===== config.mk =====
export PLATFORM = sky130hd
export DESIGN_NAME = scc_cordic
export DESIGN_NICKNAME = d
export VERILOG_FILES = /design/src/rtl/scc_pkg.sv /design/src/rtl/scc_cordic.sv
export SDC_FILE = /design/constraint.sdc
export NUM_CORES = 2
export LEC_CHECK = 0
export ABC_AREA = 1
export CAP_MARGIN = 10
export CORE_AREA = 2 2 353 617
export CTS_CLUSTER_SIZE = 12
export DETAILED_ROUTE_END_ITERATION = 8
export DIE_AREA = 0 0 355 619
export DONT_BUFFER_PORTS = 1
export PLACE_DENSITY = 0.75
export SLEW_MARGIN = 15
export SYNTH_ARGS = -nofsm -noshare
export SYNTH_HDL_FRONTEND = slang
export SYNTH_SLANG_ARGS = --single-unit

===== constraint.sdc =====
create_clock -name clk -period 10.2 [get_ports clk]
set_clock_uncertainty 0.05 [all_clocks]
set_input_delay 0.51 -clock clk [delete_from_list [all_inputs] [get_ports clk]]
set_output_delay 0.51 -clock clk [all_outputs]
set_load 0.1 [all_outputs]

===== src/rtl/scc_pkg.sv =====
package scc_pkg;

	// angle units: 1/64 degree
	localparam logic signed [16:0] ANG_CIRCLE  = 17'sd23040;
	localparam logic signed [16:0] ANG_HALF    = 17'sd11520;
	localparam logic signed [16:0] ANG_QUARTER = 17'sd5760;

	// CORDIC gain 0.607252935 in Q2.30
	localparam logic signed [33:0] CORDIC_GAIN = 34'sd652032875;
	localparam int CORDIC_MAX_STEPS = 24;

	// atan(2^-i) in units of 2^-24 degree
	localparam logic [31:0] ATAN_TAB [CORDIC_MAX_STEPS] = '{
		32'd754974720, 32'd445687602, 32'd235489088, 32'd119537938,
		32'd60000935,  32'd30029717,  32'd15018523,  32'd7509720,
		32'd3754917,   32'd1877466,   32'd938734,    32'd469367,
		32'd234684,    32'd117342,    32'd58671,     32'd29335,
		32'd14668,     32'd7334,      32'd3667,      32'd1833,
		32'd917,       32'd458,       32'd229,       32'd115
	};

	// register indexes
	localparam logic [1:0] REG_IGNORE_SLOPE  = 2'd0;
	localparam logic [1:0] REG_SHADOW_ENABLE = 2'd1;
	localparam logic [1:0] REG_MIN_ELEVATION = 2'd2;

	localparam logic [12:0] MIN_ELEVATION_RST = 13'd192;

	typedef struct packed {
		logic        ignore_slope;
		logic        shadow_enable;
		logic [12:0] min_elevation;
	} cfg_t;

	// per-face fields that ride alongside the CORDIC
	typedef struct packed {
		logic signed [13:0] elevation;
		logic signed [15:0] normal_x;
		logic signed [15:0] normal_y;
		logic signed [15:0] normal_z;
		logic [14:0]        direct_in;
		logic [14:0]        diffuse_in;
		logic               shadowed;
	} side_t;

endpackage


===== src/rtl/scc_cordic.sv =====
module scc_cordic
	import scc_pkg::*;
#(
	parameter int STAGES = 16
) (
	input  logic               clk,
	input  logic               en,
	input  logic signed [15:0] angle,
	output logic signed [31:0] sin_v,
	output logic signed [31:0] cos_v
);

	logic signed [16:0] a0, a1, a2, d;
	logic               negf;
	logic signed [35:0] z0;

	// wrap into [-180,180) then fold into [-90,90]
	always_comb begin
		a0 = {angle[15], angle};
		a1 = (a0 >= ANG_CIRCLE) ? a0 - ANG_CIRCLE : a0;
		a2 = (a1 >= ANG_HALF) ? a1 - ANG_CIRCLE : a1;
		negf = 1'b0;
		d = a2;
		if (a2 > ANG_QUARTER) begin
			d = a2 - ANG_HALF;
			negf = 1'b1;
		end else if (a2 < -ANG_QUARTER) begin
			d = a2 + ANG_HALF;
			negf = 1'b1;
		end
		z0 = $signed({d[16], d, 18'd0});
	end

	logic signed [33:0] x_s [STAGES+1];
	logic signed [33:0] y_s [STAGES+1];
	logic signed [35:0] z_s [STAGES+1];
	logic               neg_s [STAGES+1];

	always_ff @(posedge clk) begin
		if (en) begin
			x_s[0]   <= CORDIC_GAIN;
			y_s[0]   <= '0;
			z_s[0]   <= z0;
			neg_s[0] <= negf;
		end
	end

	for (genvar i = 0; i < STAGES; i++) begin : g_step
		localparam logic signed [35:0] ATN = $signed({4'd0, ATAN_TAB[i]});
		always_ff @(posedge clk) begin
			if (en) begin
				neg_s[i+1] <= neg_s[i];
				if (!z_s[i][35]) begin
					x_s[i+1] <= x_s[i] - (y_s[i] >>> i);
					y_s[i+1] <= y_s[i] + (x_s[i] >>> i);
					z_s[i+1] <= z_s[i] - ATN;
				end else begin
					x_s[i+1] <= x_s[i] + (y_s[i] >>> i);
					y_s[i+1] <= y_s[i] - (x_s[i] >>> i);
					z_s[i+1] <= z_s[i] + ATN;
				end
			end
		end
	end

	logic signed [33:0] xn, yn;
	assign xn = neg_s[STAGES] ? -x_s[STAGES] : x_s[STAGES];
	assign yn = neg_s[STAGES] ? -y_s[STAGES] : y_s[STAGES];

	always_ff @(posedge clk) begin
		if (en) begin
			sin_v <= yn[31:0];
			cos_v <= xn[31:0];
		end
	end

endmodule


==> results.sh <==
export IMPL_outcome="finished, final reports clean"
export IMPL_wl_mm=378.7
export IMPL_fp_dieH_um=619
export IMPL_synth_ff_type="edfxtp_1"
export IMPL_fin_crit_sh_pct=68.77
export IMPL_clk_pin_slew_ns=0.06
export IMPL_top_usage_layer="met2"
export IMPL_multi_input_area_sq_mm=0.07506
export IMPL_syn_area_sq_mm=0.1283
export IMPL_max_stage_delay_ns=0.79
export IMPL_tightest_slew_ns=1.225
export IMPL_io_pins=82
export IMPL_slew_headroom_pct=18.30
export IMPL_met1_usage_pct=25.43
export IMPL_track_usage_pct=33.81
export IMPL_die_x_um=355
export IMPL_clkLatencyLatePin_ns=0.88
export IMPL_finish_net_count=16371
export IMPL_cts_tree="built"
export IMPL_routabilityCongestion=1.031
export IMPL_slew_violations=0
export IMPL_wl_per_cell_um=21.23
export IMPL_hold_depth=4
export IMPL_yosysMostFrequentCell="nand2_1"
export IMPL_rows=225
export IMPL_cts_buffers=168
export IMPL_worstPathRequired_ns=10.74
export IMPL_drtAntennaViolNets=0
export IMPL_max_freq_ghz=0.1426
export IMPL_placedCellCount=17552
export IMPL_crit_chain="buf_16, buf_16, buf_16, buf_16, nand2_1, buf_4, inv_1, o21ai_0, fa_1, nand3_1, nand2_1, a21oi_1, o21ai_0, a21boi_0, o21ai_1, a21boi_0, nor2_1, nand2_1, nand2_1, a21boi_1, o21ai_0, xor2_1"
export IMPL_grt_pass1_wl_mm=572.7
export IMPL_async_flop_share_pct=0
export IMPL_worst_setup_path_end_kind="register"
export IMPL_seqCellArea_sq_mm=0.04688
export IMPL_dp_hpwl_mm=306.8
export IMPL_ys_top_cells_by_count="nand2_1, inv_1, edfxtp_1, a21oi_1, ha_1"
export IMPL_cts_setup_buffers=0
export IMPL_core_sq_mm=0.2145
export IMPL_cts_num_sinks=1561
export IMPL_vias=105544
export IMPL_setup_tns_final_ns=0
export IMPL_final_core_util_pct=63.79
export IMPL_synth_cells=14781
export IMPL_drive_gt1_share_pct=2.578
export IMPL_synth_seq_cells=1561
export IMPL_instances_no_fill=17835
export IMPL_cts_max_level=4
export IMPL_critPathKind="in2reg"
export IMPL_syn_area_per_cell_sq_um=8.678
export IMPL_period_minus_slack_ns=7.014
export IMPL_rr_startpoint="x_s[4][4]$_DFFE_PP_"
export IMPL_grt_pass1_vias=107865
export IMPL_crit_arrival_ns=7.56
export IMPL_cts_buffer_depth=4
export IMPL_start_util_pct=59.80
export IMPL_ys_warn_count=0
export IMPL_drc=0
export IMPL_ff2ff_path_depth=28
export IMPL_cts_root_buf="clkbuf_16"
export IMPL_antenna_found_initial=12
export IMPL_routed_via_density=5.918
export IMPL_hold_viol=0
export IMPL_drtIter0Drc=5801
export IMPL_grt_start_max_net_pins=227
export IMPL_grt_setup_unrepaired="no"
export IMPL_ys_seq_area_share_pct=36.54
export IMPL_crit_start="en"
export IMPL_synth_largest_area_cell="edfxtp_1"
export IMPL_hp_start="angle[8]"
export IMPL_synth_cell_types=65
export IMPL_setup_viol=0
export IMPL_netlist_top_cells_area="edfxtp_1, ha_1, xor2_1"
export IMPL_use_met2_pct=66.34
export IMPL_cp_slowest_cell="buf_16"
export IMPL_synth_edf_count=1561
export IMPL_netlist_area_leader_share_pct=36.54
export IMPL_die_area_sq_mm=0.2197
export IMPL_grt_ovfl_total=0
export IMPL_start_kind="input pin"
export IMPL_dr_pass1_iters=8
export IMPL_path_max_fanout=226
export IMPL_area_delta_synth_final_pct=6.679
export IMPL_nFillCells=18516
export IMPL_cts_resized=0
export IMPL_hold_path_class="in2reg"
export IMPL_gr_usage_met3_pct=4.804
export IMPL_drv_cap=0
export IMPL_port_buffers=0
placed cells by master, fill, tap and decap left out, drive strengths merged, types with 201 or more instances in the layout:
master and instances:
a21boi 201, a21oi 1535, a31oi 232, clkbuf 201
edfxtp 1561, ha 1416, inv 1577, nand2 2417
nand3 451, nor2 1250, nor3 218, o21ai 869
xnor2 652, xor2 1403
stage by stage:
| stage | setup slack (ns) | area, sq um | hold slack (ns) |
|---|---|---|---|
| after floorplan | 5.296 | 128300 | 0.3503 |
| after global placement | 2.330 | 131900 | 0.3511 |
| after detailed placement | 2.345 | 132000 | 0.3563 |
| after CTS | 3.212 | 136800 | 0.07227 |
| after global routing | 2.539 | 136800 | 0.1100 |
| final | 3.186 | 136800 | 0.07894 |
layer usage:
| layer | share of wire, % | vias up | wire (um) |
|---|---|---|---|
| li1 | - | 51649 | - |
| met1 | 29 | 48983 | 108400 |
| met2 | 54 | 3033 | 205700 |
| met3 | 3.7 | 1875 | 14010 |
| met4 | 13 | 4 | 50490 |
| met5 | 0.0085 | - | 32 |
final timing paths:
| check | slack, ns | endpoint |
|---|---|---|
| min | 0.08 | z_s[0][27]$_DFFE_PP_ |
| max reg2reg | 4.10 | y_s[5][33]$_DFFE_PP_ |
| max | 3.19 | y_s[16][30]$_DFFE_PP_ |
| min reg2reg | 0.35 | neg_s[0][4]$_DFFE_PP_ |
critical path, delay by kind of cell:
| kind | cells | cell delay (ns) |
|---|---|---|
| compound gates | 8 | 2.07 |
| xor+xnor | 1 | 0.16 |
| fa+ha+maj | 1 | 0.48 |
| buf+inv | 6 | 3.05 |
| simple gates | 6 | 0.55 |
registers in the layout, summed over array words and instances, names as in the netlist:
register and count:
y_s 509, x_s 500, z_s 471, cos_v 32, sin_v 32, neg_s 17
layout make-up:
| type | count | share of cell area, % |
|---|---|---|
| multi-input cells | 11524 | 54.85 |
| flip-flops and latches | 1561 | 34.26 |
| inverters | 1580 | 4.336 |
| clock buffers | 201 | 3.178 |
| well taps | 2837 | 2.594 |
| repair buffers | 60 | 0.5084 |
| clock inverters | 47 | 0.2322 |
| diodes | 25 | 0.04572 |
timing repair:
action                                  in CTS  in global routing
endpoints found under the setup margin       0                  0
hold endpoints to repair                    24                  0
hold buffers                                10                  0
cell families after synthesis:
logic type | Yosys count | synth area share [%]
other | 2 | 0.005855
buffers and inverters | 1704 | 4.996
AO/OA/AOI/OAI | 3353 | 14.83
XOR/XNOR | 2055 | 14.03
adder cells (fa/ha/maj) | 1458 | 14.47
AND/OR/NAND/NOR | 4648 | 15.13
flip-flops | 1561 | 36.54
Power is left out: the tool's default activity adds up to more than one toggle a clock period on the data nets, which glitch-free logic cannot reach.
